`src/sv/ufe_pkg.sv`:
```
// Package for the UTF-8 filtering encoder.
// Holds the queue entry type, code point limits and queue sizing; no dependencies.
package ufe_pkg;

    localparam int unsigned CpWidth    = 32;
    localparam int unsigned ByteWidth  = 8;
    localparam int unsigned MaxBytes   = 4;
    localparam int unsigned QueueDepth = 2;

    localparam logic [CpWidth-1:0] MaxScalar = 32'h0010_FFFF;

    // UTF-8 lead and continuation marks.
    localparam logic [ByteWidth-1:0] Lead2Mark = 8'hC0;
    localparam logic [ByteWidth-1:0] Lead3Mark = 8'hE0;
    localparam logic [ByteWidth-1:0] Lead4Mark = 8'hF0;
    localparam logic [ByteWidth-1:0] ContMark  = 8'h80;

    // Sequence length minus one.
    typedef enum logic [1:0] {
        LEN_1 = 2'd0,
        LEN_2 = 2'd1,
        LEN_3 = 2'd2,
        LEN_4 = 2'd3
    } t_len;

    // One encoded code point, bytes in output order (lead byte at index 0).
    typedef struct packed {
        t_len                                 len_m1;
        logic [MaxBytes-1:0][ByteWidth-1:0]   bytes;
    } t_entry;

    // Queue head as seen by the back end.
    typedef struct packed {
        logic   valid;
        t_entry entry;
    } t_q_head;

endpackage

```
`src/sv/utf8_filtering_encoder.sv`:
```
// UTF-8 filtering encoder, top level: one 32-bit code point in, one to four
// bytes out with tlast on the final byte, or nothing for a dropped value.
// Depends on ufe_pkg, ufe_front, ufe_queue and ufe_back.
//
// The output sends one byte per cycle while i_m_axis_tready is high, and a
// dropped value is accepted with no output. The input takes a code point
// every cycle while the two-entry queue between the classifier and the byte
// serializer has room, so the sustained rate is set by the serializer.
// A kept code point is registered in the queue and then in the serializer
// before it reaches the output.
// encode_all resets to 0 (filtering on) and is written through i_cfg_wr_en; the
// user must write it only while the block is idle, which the block does not enforce.
module utf8_filtering_encoder (
    input  logic        i_clk,
    input  logic        i_rst_n,
    input  logic        i_cfg_wr_en,
    input  logic        i_cfg_wr_data,      // encode_all
    input  logic        i_s_axis_tvalid,
    output logic        o_s_axis_tready,
    input  logic [31:0] i_s_axis_tdata,     // [31:0] code_point
    output logic        o_m_axis_tvalid,
    input  logic        i_m_axis_tready,
    output logic [7:0]  o_m_axis_tdata,     // [7:0] out_byte
    output logic        o_m_axis_tlast      // last_byte
);
    import ufe_pkg::*;

    logic    w_push;
    logic    w_pop;
    logic    w_q_full;
    t_entry  w_entry;
    t_q_head w_head;

    ufe_front u_front (
        .i_clk         (i_clk),
        .i_rst_n       (i_rst_n),
        .i_cfg_wr_en   (i_cfg_wr_en),
        .i_cfg_wr_data (i_cfg_wr_data),
        .i_tvalid      (i_s_axis_tvalid),
        .o_tready      (o_s_axis_tready),
        .i_tdata       (i_s_axis_tdata),
        .i_q_full      (w_q_full),
        .o_push        (w_push),
        .o_entry       (w_entry)
    );

    ufe_queue u_queue (
        .i_clk   (i_clk),
        .i_rst_n (i_rst_n),
        .i_push  (w_push),
        .i_entry (w_entry),
        .i_pop   (w_pop),
        .o_full  (w_q_full),
        .o_head  (w_head)
    );

    ufe_back u_back (
        .i_clk    (i_clk),
        .i_rst_n  (i_rst_n),
        .i_head   (w_head),
        .o_pop    (w_pop),
        .o_tvalid (o_m_axis_tvalid),
        .i_tready (i_m_axis_tready),
        .o_tdata  (o_m_axis_tdata),
        .o_tlast  (o_m_axis_tlast)
    );

`ifndef SYNTHESIS
    // A value beyond the Unicode range never enters the queue.
    a_no_out_of_range: assert property (@(posedge i_clk) disable iff (!i_rst_n)
        (i_s_axis_tvalid && (i_s_axis_tdata > MaxScalar)) |-> !w_push)
        else $error("out-of-range code point was queued");

    // The front end never writes into a full queue.
    a_no_overflow: assert property (@(posedge i_clk) disable iff (!i_rst_n)
        w_push |-> !w_q_full)
        else $error("push into full queue");

    // The serializer only pops an entry that is present.
    a_no_underflow: assert property (@(posedge i_clk) disable iff (!i_rst_n)
        w_pop |-> w_head.valid)
        else $error("pop from empty queue");

    // After the last byte with nothing queued, the output goes idle.
    a_idle_after_last: assert property (@(posedge i_clk) disable iff (!i_rst_n)
        (o_m_axis_tvalid && i_m_axis_tready && o_m_axis_tlast && !w_head.valid)
        |=> !o_m_axis_tvalid)
        else $error("output stayed valid after final byte");
`endif

endmodule

```
`src/sv/ufe_front.sv`:
```
// Front end of the UTF-8 filtering encoder: holds the encode_all register,
// filters each code point and formats its UTF-8 bytes. Depends on ufe_pkg.
module ufe_front (
    input  logic                  i_clk,
    input  logic                  i_rst_n,
    input  logic                  i_cfg_wr_en,
    input  logic                  i_cfg_wr_data,
    input  logic                  i_tvalid,
    output logic                  o_tready,
    input  logic [ufe_pkg::CpWidth-1:0] i_tdata,
    input  logic                  i_q_full,
    output logic                  o_push,
    output ufe_pkg::t_entry       o_entry
);
    import ufe_pkg::*;

    logic r_encode_all;
    logic w_out_of_range;
    logic w_filtered;
    logic w_keep;
    logic [20:0] w_cp;

    always_ff @(posedge i_clk) begin
        if (!i_rst_n) begin
            r_encode_all <= 1'b0;
        end else if (i_cfg_wr_en) begin
            r_encode_all <= i_cfg_wr_data;
        end
    end

    assign w_out_of_range = (i_tdata > MaxScalar);
    assign w_cp           = i_tdata[20:0];

    // Controls except line feed, DEL and C1, surrogates, the BMP end
    // noncharacters and the two private-use planes short of their last two values.
    always_comb begin
        w_filtered = 1'b0;
        if (w_cp < 21'h20 && w_cp != 21'h0A)             w_filtered = 1'b1;
        if (w_cp >= 21'h7F && w_cp <= 21'h9F)             w_filtered = 1'b1;
        if (w_cp >= 21'hD800 && w_cp <= 21'hDFFF)         w_filtered = 1'b1;
        if (w_cp >= 21'hFFFE && w_cp <= 21'hFFFF)         w_filtered = 1'b1;
        if (w_cp >= 21'hF0000 && w_cp <= 21'hFFFFD)       w_filtered = 1'b1;
        if (w_cp >= 21'h100000 && w_cp <= 21'h10FFFD)     w_filtered = 1'b1;
    end

    assign w_keep   = !w_out_of_range && (r_encode_all || !w_filtered);
    assign o_tready = !i_q_full;
    assign o_push   = i_tvalid && !i_q_full && w_keep;

    always_comb begin
        o_entry.bytes = '0;
        priority if (w_cp < 21'h80) begin
            o_entry.len_m1   = LEN_1;
            o_entry.bytes[0] = {1'b0, w_cp[6:0]};
        end else if (w_cp < 21'h800) begin
            o_entry.len_m1   = LEN_2;
            o_entry.bytes[0] = Lead2Mark | {3'b000, w_cp[10:6]};
            o_entry.bytes[1] = ContMark | {2'b00, w_cp[5:0]};
        end else if (w_cp < 21'h10000) begin
            o_entry.len_m1   = LEN_3;
            o_entry.bytes[0] = Lead3Mark | {4'b0000, w_cp[15:12]};
            o_entry.bytes[1] = ContMark | {2'b00, w_cp[11:6]};
            o_entry.bytes[2] = ContMark | {2'b00, w_cp[5:0]};
        end else begin
            o_entry.len_m1   = LEN_4;
            o_entry.bytes[0] = Lead4Mark | {5'b00000, w_cp[20:18]};
            o_entry.bytes[1] = ContMark | {2'b00, w_cp[17:12]};
            o_entry.bytes[2] = ContMark | {2'b00, w_cp[11:6]};
            o_entry.bytes[3] = ContMark | {2'b00, w_cp[5:0]};
        end
    end

endmodule

```
`src/sv/ufe_queue.sv`:
```
// Short queue of encoded entries between front and back end.
// Depends on ufe_pkg for the entry type and depth.
module ufe_queue (
    input  logic              i_clk,
    input  logic              i_rst_n,
    input  logic              i_push,
    input  ufe_pkg::t_entry   i_entry,
    input  logic              i_pop,
    output logic              o_full,
    output ufe_pkg::t_q_head  o_head
);
    import ufe_pkg::*;

    localparam int unsigned PtrWidth = (QueueDepth > 1) ? $clog2(QueueDepth) : 1;
    localparam int unsigned CntWidth = $clog2(QueueDepth + 1);

    t_entry                r_mem [QueueDepth];
    logic [PtrWidth-1:0]   r_wr_ptr;
    logic [PtrWidth-1:0]   r_rd_ptr;
    logic [CntWidth-1:0]   r_count;
    logic [PtrWidth-1:0]   n_wr_ptr;
    logic [PtrWidth-1:0]   n_rd_ptr;
    logic [CntWidth-1:0]   n_count;

    assign o_full       = (r_count == CntWidth'(QueueDepth));
    assign o_head.valid = (r_count != '0);
    assign o_head.entry = r_mem[r_rd_ptr];

    always_comb begin
        n_wr_ptr = r_wr_ptr;
        n_rd_ptr = r_rd_ptr;
        n_count  = r_count;
        if (i_push) begin
            n_wr_ptr = (r_wr_ptr == PtrWidth'(QueueDepth - 1)) ? '0 : r_wr_ptr + 1'b1;
        end
        if (i_pop) begin
            n_rd_ptr = (r_rd_ptr == PtrWidth'(QueueDepth - 1)) ? '0 : r_rd_ptr + 1'b1;
        end
        unique case ({i_push, i_pop})
            2'b10:   n_count = r_count + 1'b1;
            2'b01:   n_count = r_count - 1'b1;
            default: n_count = r_count;
        endcase
    end

    always_ff @(posedge i_clk) begin
        if (!i_rst_n) begin
            r_wr_ptr <= '0;
            r_rd_ptr <= '0;
            r_count  <= '0;
        end else begin
            r_wr_ptr <= n_wr_ptr;
            r_rd_ptr <= n_rd_ptr;
            r_count  <= n_count;
        end
    end

    always_ff @(posedge i_clk) begin
        if (i_push) begin
            r_mem[r_wr_ptr] <= i_entry;
        end
    end

endmodule

```
`src/sv/ufe_back.sv`:
```
// Back end of the UTF-8 filtering encoder: takes one entry from the queue
// and sends its bytes one per transfer. Depends on ufe_pkg.
module ufe_back (
    input  logic              i_clk,
    input  logic              i_rst_n,
    input  ufe_pkg::t_q_head  i_head,
    output logic              o_pop,
    output logic              o_tvalid,
    input  logic              i_tready,
    output logic [ufe_pkg::ByteWidth-1:0] o_tdata,
    output logic              o_tlast
);
    import ufe_pkg::*;

    logic                                r_busy;
    logic [1:0]                          r_idx;
    t_len                                r_len_m1;
    logic [MaxBytes-1:0][ByteWidth-1:0]  r_bytes;
    logic                                n_busy;
    logic [1:0]                          n_idx;
    logic                                w_fire;
    logic                                w_done;
    logic                                w_load;

    assign w_fire = r_busy && i_tready;
    assign w_done = w_fire && (r_idx == r_len_m1);
    // The next entry loads in the same cycle as the last byte of the current one.
    assign w_load = i_head.valid && (!r_busy || w_done);
    assign o_pop  = w_load;

    assign o_tvalid = r_busy;
    assign o_tdata  = r_bytes[r_idx];
    assign o_tlast  = (r_idx == r_len_m1);

    always_comb begin
        n_busy = r_busy;
        n_idx  = r_idx;
        if (w_load) begin
            n_busy = 1'b1;
            n_idx  = '0;
        end else if (w_done) begin
            n_busy = 1'b0;
        end else if (w_fire) begin
            n_idx = r_idx + 1'b1;
        end
    end

    always_ff @(posedge i_clk) begin
        if (!i_rst_n) begin
            r_busy <= 1'b0;
            r_idx  <= '0;
        end else begin
            r_busy <= n_busy;
            r_idx  <= n_idx;
        end
    end

    always_ff @(posedge i_clk) begin
        if (w_load) begin
            r_len_m1 <= i_head.entry.len_m1;
            r_bytes  <= i_head.entry.bytes;
        end
    end

endmodule

```
`config.mk`:
```
export PLATFORM = sky130hd
export DESIGN_NAME = utf8_filtering_encoder
export DESIGN_NICKNAME = d
export VERILOG_FILES = /design/src/sv/ufe_pkg.sv /design/src/sv/utf8_filtering_encoder.sv /design/src/sv/ufe_front.sv /design/src/sv/ufe_queue.sv /design/src/sv/ufe_back.sv
export SDC_FILE = /design/constraint.sdc
export NUM_CORES = 1
export LEC_CHECK = 0
export BUFFER_PORTS_ARGS = -buffer_cell sky130_fd_sc_hd__buf_2
export CAP_MARGIN = 15
export CORE_MARGIN = 2
export CORE_UTILIZATION = 58
export DETAILED_ROUTE_END_ITERATION = 10
export PLACE_DENSITY = 0.75
export SYNTH_ARGS = -nofsm -noshare
export SYNTH_HDL_FRONTEND = slang
export SYNTH_SLANG_ARGS = --single-unit
```
`constraint.sdc`:
```
create_clock -name i_clk -period 4.65 [get_ports i_clk]
set_input_delay 0.465 -clock i_clk [delete_from_list [all_inputs] [get_ports i_clk]]
set_output_delay 0.465 -clock i_clk [all_outputs]
set_load 0.05 [all_outputs]
```
==> flow_metrics.env, run 1 <==
export IMPL_endpoint_kind="flip-flop"
export IMPL_io_pin_count=49
export IMPL_fp_row_count=30
export IMPL_share_clk_of_total_power=0.390
export IMPL_ys_seq_elements=95
export IMPL_maxSlewHeadroom=0.400
export IMPL_fmax_ghz=0.332
export IMPL_globalRoute_totalOverflow=0
export IMPL_outcome="complete, no violations"
export IMPL_postCtsSetupRepairBufs=0
export IMPL_final_period_minus_worst_setup_slack_ns=3.01
export IMPL_area_delta_synth_final_pct=14.6
export IMPL_nNetsFinal=373
export IMPL_worst_setup_hold_path_clk_slew_ns=0.09
export IMPL_cts_made_buffers=9
export IMPL_tritoncts="built"
export IMPL_synth_area_leader_cell="sky130_fd_sc_hd__edfxtp_1"
export IMPL_grt_setup_unrepaired="no"
export IMPL_synth_adder_area_share=0.00304
export IMPL_drt_total_wl_um=7610
export IMPL_sw_frac_of_total=0.197
export IMPL_whs_path_depth=3
export IMPL_internal_power_uw=1310
export IMPL_holdCritPathClass="in -> reg"
export IMPL_initial_utilization=0.602
export IMPL_detail_route_antenna_nets=0
export IMPL_summed_negative_setup_slack_over_all_endpoints_ns=0
export IMPL_net_switching_power_uw=322
export IMPL_setup_viol_count_final=0
export IMPL_synth_area_top_cells="sky130_fd_sc_hd__edfxtp_1 (63%), sky130_fd_sc_hd__mux2_2 (7.9%), sky130_fd_sc_hd__dfxtp_1 (3.9%)"
export IMPL_yosys_area_share_simple=0.106
export IMPL_largest_net_degree_at_the_start_of_global_routing=34
export IMPL_yosysSeqAreaShare=0.674
export IMPL_hold_buffers=0
export IMPL_hpwlAfterDp_um=5160
export IMPL_cts_root_to_sink_buffers=2
export IMPL_synth_cell_type_count=45
export IMPL_period_share=0.648
export IMPL_avgViaCountPerCell=5.83
export IMPL_startpoint_type="input pin"
export IMPL_synth_top_cells_by_count="sky130_fd_sc_hd__edfxtp_1 (87), sky130_fd_sc_hd__mux2_2 (29), sky130_fd_sc_hd__nand2_1 (26), sky130_fd_sc_hd__nor2_1 (11)"
export IMPL_finalWeightedCongestion=0.842
export IMPL_insertion_delay_ns=0.35
export IMPL_gr_usage_all_layers=0.209
export IMPL_drt_iter0_markers=195
export IMPL_hold_violation_count_in_the_final_report=0
export IMPL_netlist_area_um2=4120
export IMPL_postSynth_topFlopCell="sky130_fd_sc_hd__edfxtp_1"
export IMPL_cts_resized_gates=0
export IMPL_ctsRootBufferMaster="sky130_fd_sc_hd__clkbuf_8"
export IMPL_grt_first_pass_wirelength_um=11800
export IMPL_synthXorXnorAreaFrac=0.0149
export IMPL_dp_cells=419
export IMPL_worstPathArrival_ns=3.07
export IMPL_antenna_cells_inserted=0
export IMPL_synth_top_area_share=0.635
export IMPL_muxShareOfSynthArea=0.122
export IMPL_compound_gate_portion_of_the_synthesized_area=0.0590
export IMPL_htree_levels=3
export IMPL_synth_edf_count=87
export IMPL_critical_path_required_ns=4.70
export IMPL_main_combinational_cell_family_by_area_after_synthesis="multiplexers"
export IMPL_finalHoldWorstSlack_ns=0.379
export IMPL_numPortBuffers=48
export IMPL_layout_drive_gt1_share=0.324
export IMPL_postSynthCellCount=281
export IMPL_core_region_area_um2=6830
export IMPL_route_detailed_wl_per_inst_um=17.5
export IMPL_grt_antenna_before_repair=0
export IMPL_p_seq_frac=0.568
export IMPL_routed_via_count=2536
export IMPL_via_count_of_the_first_global_routing_pass=2384
export IMPL_rr_worst_depth=6
export IMPL_power_static_leakage_uw=0.00163
export IMPL_yosys_cell_count_top_type="sky130_fd_sc_hd__edfxtp_1"
export IMPL_worst_slew_pin_transition_ns=0.896
export IMPL_final_core_util=0.690
export IMPL_final_setup_skew_ns=0.00878
export IMPL_post_layout_cell_count=435
export IMPL_maxCapViolations=0
export IMPL_cp_max_fo=16
export IMPL_route_detailed_drc=0
export IMPL_fp_dieH_um=88.2
export IMPL_design_die_area_um2=7780
export IMPL_timing_worst_setup_path_type="in -> reg"
export IMPL_worst_ir_drop_vdd_mv=0.141
export IMPL_maxSlewViolCount=0
export IMPL_chipWidth_um=88.2
export IMPL_async_flop_share=0
export IMPL_mappedNetlistNets=320
export IMPL_cellPowerDensity_nw_per_um2=347
export IMPL_share_comb_of_total_power=0.041
export IMPL_dr_pass1_iters=7
export IMPL_synth_warning_count=0
export IMPL_post_synth_cell_area_avg_um2=14.6
export IMPL_clock_sinks=95
==> sequential cells by signal, indices dropped and copies added (netlist names) <==
signal	count
u_front.r_encode_all	1
u_back.r_len_m1	1
u_queue.r_count	2
u_queue.r_rd_ptr	1
u_queue.r_wr_ptr	1
u_back.o_tvalid	1
u_back.r_idx	2
u_back.r_bytes	28
u_queue.r_mem	58
==> layout make-up <==
class | count | area (um2)
fill | 514 | 2110
inverter | 9 | 33.8
multi-input combinational | 165 | 1260
clock buffer | 9 | 124
sequential | 95 | 2770
tap | 96 | 120
timing repair buffer | 54 | 285
clock inverter | 7 | 118
==> critical path: stages <==
cell and delay [ns]:
sky130_fd_sc_hd__buf_2 0.13, sky130_fd_sc_hd__or4_1 0.66, sky130_fd_sc_hd__a2111oi_0 0.46, sky130_fd_sc_hd__a31oi_1 0.23, sky130_fd_sc_hd__nor2b_2 0.75, sky130_fd_sc_hd__buf_4 0.37
==> power by group through the flow <==
| stage | registers, uW | logic (uW) | clock network, uW |
|---|---|---|---|
| after global routing | 930 | 73.6 | 681 |
| after floorplan | 949 | 29.8 | 0 |
| final | 929 | 67.5 | 638 |
| after detailed placement | 949 | 66.7 | 0 |
| after global placement | 949 | 65.3 | 0 |
| after CTS | 930 | 66.9 | 649 |
==> cell usage in the layout (no fill, tap or decap), drive strengths merged, types with 3 or more instances in the layout <==
cell type	instances
edfxtp	87
nor3	7
a31oi	3
a22oi	4
nor4	8
inv	11
nor2	11
nor2b	3
nand4	6
mux2i	4
a21oi	6
nor3b	3
bufinv	3
dfxtp	8
buf	54
and2	7
xor2	3
clkbuf	9
mux4	6
mux2	29
o21ai	7
nand2	26
xnor2	4
==> path summary, 6_finish.rpt <==
path                                      from                                 to  slack, ns
min                              i_cfg_wr_data  u_front.r_encode_all$_SDFFE_PN0P_       0.38
max reg2reg    u_queue.r_count[0]$_SDFFE_PN0P_     u_queue.r_mem[1][19]$_DFFE_PP_       1.94
min reg2reg  u_front.r_encode_all$_SDFFE_PN0P_  u_front.r_encode_all$_SDFFE_PN0P_       0.53
max                         i_s_axis_tdata[19]     u_queue.r_mem[1][19]$_DFFE_PP_       1.64
==> metal layers <==
metal,GRT usage,part of all wire
met1,0.285,0.42
met2,0.340,0.50
met3,0.0522,0.067
met4,0.0620,0.011
met5,0,0
==> stage by stage <==
step / setup WS, ns / area, um2 / power, uW
3_3_place_gp: 1.35 / 4480 / 1010
5_1_grt: 1.45 / 4720 / 1680
4_1_cts: 1.60 / 4720 / 1650
3_5_place_dp: 1.24 / 4480 / 1020
6_report: 1.64 / 4720 / 1640
2_1_floorplan: 1.20 / 4120 / 979
==> logic make-up (layout without fill, tap and decap cells) <==
logic type / count (synthesis) / after routing
fa+ha+maj: 1 / 1
xor+xnor: 7 / 7
compound gates: 36 / 36
flops: 95 / 95
mux: 39 / 39
simple gates: 82 / 82
buf+inv: 21 / 79
(Power assumes the default switching activity.)
==> run 2, diff against run 1 <==
Clock period 4.65 ns to 3.1 ns, I/O delays scaled along.
==> flow_metrics.env, run 2 (synthesized netlist as in run 1, its figures left out) <==
export IMPL_cts_resized_gates=0
export IMPL_nNetsFinal=376
export IMPL_layout_drive_gt1_share=0.320
export IMPL_outcome="complete, no violations"
export IMPL_fp_row_count=30
export IMPL_htree_levels=3
export IMPL_worstPathArrival_ns=2.84
export IMPL_clock_sinks=95
export IMPL_layout_common_cells="sky130_fd_sc_hd__edfxtp_1 (87), sky130_fd_sc_hd__buf_2 (48), sky130_fd_sc_hd__mux2_2 (29)"
export IMPL_grt_setup_unrepaired="no"
export IMPL_insertion_delay_ns=0.36
export IMPL_numPortBuffers=48
export IMPL_io_pin_count=49
export IMPL_critical_path_max_stage_delay_ns=0.66
export IMPL_cp_max_fo=6
export IMPL_tritoncts="built"
export IMPL_globalRoute_totalOverflow=0
export IMPL_detail_route_antenna_nets=0
export IMPL_power_uw=2260
export IMPL_finalWeightedCongestion=0.864
export IMPL_drt_iter0_markers=258
export IMPL_mostFrequentLayoutCell="sky130_fd_sc_hd__edfxtp_1"
export IMPL_initial_utilization=0.602
export IMPL_drt_total_wl_um=7680
export IMPL_worst_setup_hold_path_clk_slew_ns=0.08
export IMPL_cts_made_buffers=9
export IMPL_chipWidth_um=88.2
export IMPL_power_static_leakage_uw=0.00162
export IMPL_largest_register_ffs=58
export IMPL_timing_worst_setup_path_type="in -> reg"
export IMPL_route_detailed_wl_per_inst_um=17.6
export IMPL_area_delta_synth_final_pct=14.3
export IMPL_cellPowerDensity_nw_per_um2=480
export IMPL_gr_usage_all_layers=0.215
export IMPL_antenna_cells_inserted=0
export IMPL_cts_root_to_sink_buffers=2
export IMPL_fp_dieH_um=88.2
export IMPL_grt_first_pass_wirelength_um=12200
export IMPL_post_layout_cell_count=437
export IMPL_dr_pass1_iters=5
export IMPL_worst_slew_pin_transition_ns=0.441
export IMPL_ctsRootBufferMaster="sky130_fd_sc_hd__clkbuf_8"
export IMPL_worst_ir_drop_vdd_mv=0.269
export IMPL_postCtsSetupRepairBufs=0
export IMPL_period_share=0.826
export IMPL_setup_viol_count_final=0
export IMPL_largest_net_degree_at_the_start_of_global_routing=33
export IMPL_maxSlewViolCount=0
export IMPL_dp_cells=422
export IMPL_hold_buffers=0
export IMPL_summed_negative_setup_slack_over_all_endpoints_ns=0
export IMPL_timing_critical_path_slowest_stage_cell="sky130_fd_sc_hd__or4_1"
export IMPL_hold_violation_count_in_the_final_report=0
export IMPL_final_period_minus_worst_setup_slack_ns=2.56
export IMPL_routed_via_count=2547
export IMPL_maxSlewHeadroom=0.703
export IMPL_crit_chain="buf_2, or4_1, nor4_1, a2111oi_0, a31oi_1, ha_1, or3_1, a21boi_0"
export IMPL_design_die_area_um2=7780
export IMPL_via_count_of_the_first_global_routing_pass=2489
export IMPL_hpwlAfterDp_um=5060
export IMPL_endpoint_kind="flip-flop"
export IMPL_top_registers="u_queue.r_mem (58), u_back.r_bytes (28)"
export IMPL_holdCritPathClass="in -> reg"
export IMPL_most_flop_heavy_register="u_queue.r_mem"
export IMPL_final_setup_skew_ns=0.0100
export IMPL_critical_path_required_ns=3.38
export IMPL_maxCapViolations=0
export IMPL_startpoint_type="input pin"
export IMPL_route_detailed_drc=0
export IMPL_avgViaCountPerCell=5.83
export IMPL_core_region_area_um2=6830
export IMPL_fmax_ghz=0.390
export IMPL_grt_antenna_before_repair=0
-- run 2: changes by cell type in the layout (fill, tap and decap cells not counted), sizes merged --
cell | previous run | this run
buf | 54 | 57
inv | 11 | 9
bufinv | 3 | 1
clkinv | 2 | 3
clkbuf | 9 | 11
-- run 2: path summary, 6_finish.rpt --
path / slack (ns) / cells after the start / start / to
worst min-delay path: 0.23 / 3 / i_cfg_wr_data / u_front.r_encode_all$_SDFFE_PN0P_
worst min register to register: 0.53 / 2 / u_front.r_encode_all$_SDFFE_PN0P_ / u_front.r_encode_all$_SDFFE_PN0P_
worst max-delay path: 0.54 / 8 / i_s_axis_tdata[19] / u_queue.r_count[1]$_SDFFE_PN0P_
worst max register to register: 0.79 / 7 / u_queue.r_count[0]$_SDFFE_PN0P_ / u_queue.r_count[1]$_SDFFE_PN0P_
-- run 2: where the power goes --
group,internal (uW),switching [uW]
Sequential,1390,1.55
Clock,367,393
Combinational,40.2,62.0
Total,1800,457
-- run 2: cell type report --
cell class,count,area [um2]
Clock buffer,11,131
Clock inverter,4,47.5
Fill cell,500,2130
Inverter,9,33.8
Multi-Input combinational cell,165,1260
Sequential cell,95,2770
Tap cell,96,120
Timing Repair Buffer,57,333
-- run 2: stage by stage --
| step | hold WS [ns] | instance area, um2 | util | worst slack (ns) |
|---|---|---|---|---|
| floorplan | 0.432 | 4120 | - | 0.320 |
| global placement | 0.504 | 4520 | 0.662 | 0.301 |
| detailed placement | 0.528 | 4520 | 0.662 | 0.145 |
| CTS | 0.233 | 4700 | 0.688 | 0.517 |
| global route | 0.250 | 4700 | 0.688 | 0.406 |
| finish | 0.233 | 4700 | 0.688 | 0.538 |
-- run 2: critical path: cells and delay by family --
family          cells  cell delay [ns]
compound gates      3             0.69
fa+ha+maj           1             0.34
simple gates        3             1.37
buf+inv             1             0.13
-- run 2: routing by layer --
metal  up-vias  track usage  wire (um)
li1       1202            -          -
met1      1223        0.290       3250
met2       112        0.348       3820
met3        10       0.0560        499
met4         0       0.0661        104
met5         -            0          0
==> run 3, diff against run 2 <==
Settings changed: ABC_AREA from default to 1.
Clock period 3.1 ns to 2.5 ns, I/O delays scaled along.
==> flow_metrics.env, run 3 <==
export IMPL_io_pin_count=49
export IMPL_drt_total_wl_um=8790
export IMPL_synth_top_cells_by_count="sky130_fd_sc_hd__nand2_1 (139), sky130_fd_sc_hd__edfxtp_1 (87), sky130_fd_sc_hd__nor2_1 (39), sky130_fd_sc_hd__inv_1 (31), sky130_fd_sc_hd__o21ai_0 (20)"
export IMPL_postSynth_topFlopCell="sky130_fd_sc_hd__edfxtp_1"
export IMPL_timing_critical_path_slowest_stage_cell="sky130_fd_sc_hd__dfxtp_1"
export IMPL_synth_top_area_share=0.610
export IMPL_share_comb_of_total_power=0.223
export IMPL_chipWidth_um=90.0
export IMPL_design_die_area_um2=8090
export IMPL_grt_setup_unrepaired="no"
export IMPL_mostFrequentLayoutCell="sky130_fd_sc_hd__nand2_1"
export IMPL_internal_power_uw=2640
export IMPL_grt_antenna_before_repair=0
export IMPL_final_period_minus_worst_setup_slack_ns=2.09
export IMPL_avgViaCountPerCell=5.42
export IMPL_yosysSeqAreaShare=0.647
export IMPL_final_setup_skew_ns=0.00838
export IMPL_fmax_ghz=0.480
export IMPL_route_detailed_drc=0
export IMPL_fp_row_count=31
export IMPL_rr_worst_depth=11
export IMPL_endpoint_kind="flip-flop"
export IMPL_largest_register_ffs=58
export IMPL_power_static_leakage_uw=0.00198
export IMPL_maxCapViolations=0
export IMPL_route_detailed_wl_per_inst_um=15.0
export IMPL_cp_max_fo=9
export IMPL_setup_reg_to_reg_worst_slack_ns=0.41
export IMPL_synth_area_top_cells="sky130_fd_sc_hd__edfxtp_1 (61%), sky130_fd_sc_hd__nand2_1 (12%), sky130_fd_sc_hd__dfxtp_1 (3.7%)"
export IMPL_most_flop_heavy_register="u_queue.r_mem"
export IMPL_numPortBuffers=48
export IMPL_outcome="complete, no violations"
export IMPL_insertion_delay_ns=0.36
export IMPL_placed_area_um2=4670
export IMPL_hold_startpoint="i_cfg_wr_en"
export IMPL_nNetsFinal=520
export IMPL_core_region_area_um2=7210
export IMPL_synth_area_leader_cell="sky130_fd_sc_hd__edfxtp_1"
export IMPL_routed_via_count=3173
export IMPL_drt_iter0_markers=248
export IMPL_finalWeightedCongestion=0.954
export IMPL_synth_cell_type_count=37
export IMPL_timing_worst_setup_path_type="reg -> reg"
export IMPL_maxSlewViolCount=0
export IMPL_crit_chain="xor2_1, a21o_1, inv_2, nand2_1, nand2_1, o21ai_2, inv_2, ha_1, nor2_1, and3_1, nor3_1"
export IMPL_area_delta_synth_final_pct=13.7
export IMPL_worst_ir_drop_vdd_mv=0.434
export IMPL_cellPowerDensity_nw_per_um2=791
export IMPL_postCtsSetupRepairBufs=0
export IMPL_synth_edf_count=87
export IMPL_fp_dieH_um=90.0
export IMPL_cts_made_buffers=9
export IMPL_regToRegEndpoint="u_queue.r_count[1]$_SDFFE_PN0P_"
export IMPL_detail_route_antenna_nets=0
export IMPL_share_clk_of_total_power=0.260
export IMPL_sw_frac_of_total=0.315
export IMPL_final_design_area_no_fill_um2=4870
export IMPL_mappedNetlistNets=467
export IMPL_via_count_of_the_first_global_routing_pass=3005
export IMPL_gr_usage_all_layers=0.232
export IMPL_hpwlAfterDp_um=6290
export IMPL_crit_reg2reg_launch="u_back.r_idx[1]$_SDFFE_PP0P_"
export IMPL_maxSlewHeadroom=0.345
export IMPL_p_seq_frac=0.517
export IMPL_top_registers="u_queue.r_mem (58), u_back.r_bytes (28)"
export IMPL_grt_first_pass_wirelength_um=14600
export IMPL_worstPathArrival_ns=2.34
export IMPL_yosys_cell_count_top_type="sky130_fd_sc_hd__nand2_1"
export IMPL_cts_resized_gates=0
export IMPL_worst_slew_pin_transition_ns=0.981
export IMPL_summed_negative_setup_slack_over_all_endpoints_ns=0
export IMPL_synth_warning_count=0
export IMPL_cts_root_to_sink_buffers=2
export IMPL_antenna_cells_inserted=0
export IMPL_post_synth_cell_area_avg_um2=10.0
export IMPL_critical_path_max_stage_delay_ns=0.53
export IMPL_htree_levels=3
export IMPL_holdPathEnd="u_front.r_encode_all$_SDFFE_PN0P_"
export IMPL_setup_viol_count_final=0
export IMPL_dr_pass1_iters=5
export IMPL_async_flop_share=0
export IMPL_layout_common_cells="sky130_fd_sc_hd__nand2_1 (139), sky130_fd_sc_hd__edfxtp_1 (87), sky130_fd_sc_hd__buf_2 (48)"
export IMPL_whs_path_depth=2
export IMPL_postSynthCellCount=428
export IMPL_net_switching_power_uw=1210
export IMPL_startpoint_type="flip-flop"
export IMPL_initial_utilization=0.594
export IMPL_tritoncts="built"
export IMPL_holdCritPathClass="in -> reg"
export IMPL_worst_setup_hold_path_clk_slew_ns=0.09
export IMPL_globalRoute_totalOverflow=0
export IMPL_clock_sinks=95
export IMPL_layout_drive_gt1_share=0.195
export IMPL_hold_buffers=0
export IMPL_ys_seq_elements=95
export IMPL_ctsRootBufferMaster="sky130_fd_sc_hd__clkbuf_8"
export IMPL_netlist_area_um2=4290
export IMPL_period_share=0.834
export IMPL_hold_violation_count_in_the_final_report=0
export IMPL_largest_net_degree_at_the_start_of_global_routing=32
export IMPL_critical_path_required_ns=2.75
[run 3: how the worst max path moves through the flow]
stage | to | startpoint | depth (start not counted)
2_1_floorplan | u_queue.r_count[1]$_SDFFE_PN0P_ | u_back.r_idx[0]$_SDFFE_PP0P_ | 12
3_3_place_gp | u_queue.r_count[1]$_SDFFE_PN0P_ | i_s_axis_tdata[20] | 15
3_5_place_dp | u_queue.r_count[1]$_SDFFE_PN0P_ | i_s_axis_tdata[20] | 15
4_1_cts | o_m_axis_tdata[0] | u_back.r_idx[0]$_SDFFE_PP0P_ | 5
5_1_grt | u_queue.r_count[1]$_SDFFE_PN0P_ | u_back.r_idx[1]$_SDFFE_PP0P_ | 11
6_report | u_queue.r_count[1]$_SDFFE_PN0P_ | u_back.r_idx[1]$_SDFFE_PP0P_ | 11
[run 3: metrics by stage]
stage | power, uW | util | hold slack, ns | setup WS [ns] | std cells
6_report | 3850 | 0.675 | 0.0841 | 0.415 | 585
5_1_grt | 4050 | 0.675 | 0.0862 | 0.169 | 585
4_1_cts | 3870 | 0.675 | 0.0810 | 0.410 | 585
3_5_place_dp | 2890 | 0.648 | 0.464 | 0.362 | 569
3_3_place_gp | 2870 | 0.648 | 0.443 | 0.400 | 569
2_1_floorplan | 2620 | - | 0.343 | 0.101 | 428
[run 3: critical path, delay by kind of cell (launching register included)]
kind / cells / cell delay, ns
simple gates: 5 / 0.49
flops: 1 / 0.53
xor+xnor: 1 / 0.19
buf+inv: 2 / 0.13
compound gates: 2 / 0.32
fa+ha+maj: 1 / 0.32
[run 3: cells by family after synthesis]
| logic type | share of synthesized area |
|---|---|
| compound gates | 0.0850 |
| xor+xnor | 0.00204 |
| simple gates | 0.213 |
| buf+inv | 0.0499 |
| fa+ha+maj | 0.00292 |
| flops | 0.647 |
[run 3: layout make-up]
| type | instances | area (um2) |
|---|---|---|
| flip-flops and latches | 95 | 2770 |
| multi-input cells | 279 | 1300 |
| repair buffers | 56 | 325 |
| fillers | 584 | 2340 |
| well taps | 99 | 124 |
| clock buffers | 11 | 141 |
| clock inverters | 5 | 56.3 |
| inverters | 40 | 151 |
[run 3: layer usage]
metal,part of all wire,GRT usage,vias to the layer above
met1,0.46,0.347,1474
met4,0.0096,0.0628,0
met5,0,0,-
met2,0.45,0.354,135
met3,0.082,0.0419,9
li1,-,-,1555
[run 3: power groups by stage]
stage / registers, uW / logic [uW] / clock network [uW]
global route: 2010 / 955 / 1090
global placement: 2020 / 842 / 0
detailed placement: 2030 / 860 / 0
floorplan: 2040 / 588 / 0
finish: 1990 / 858 / 1000
CTS: 1990 / 861 / 1020
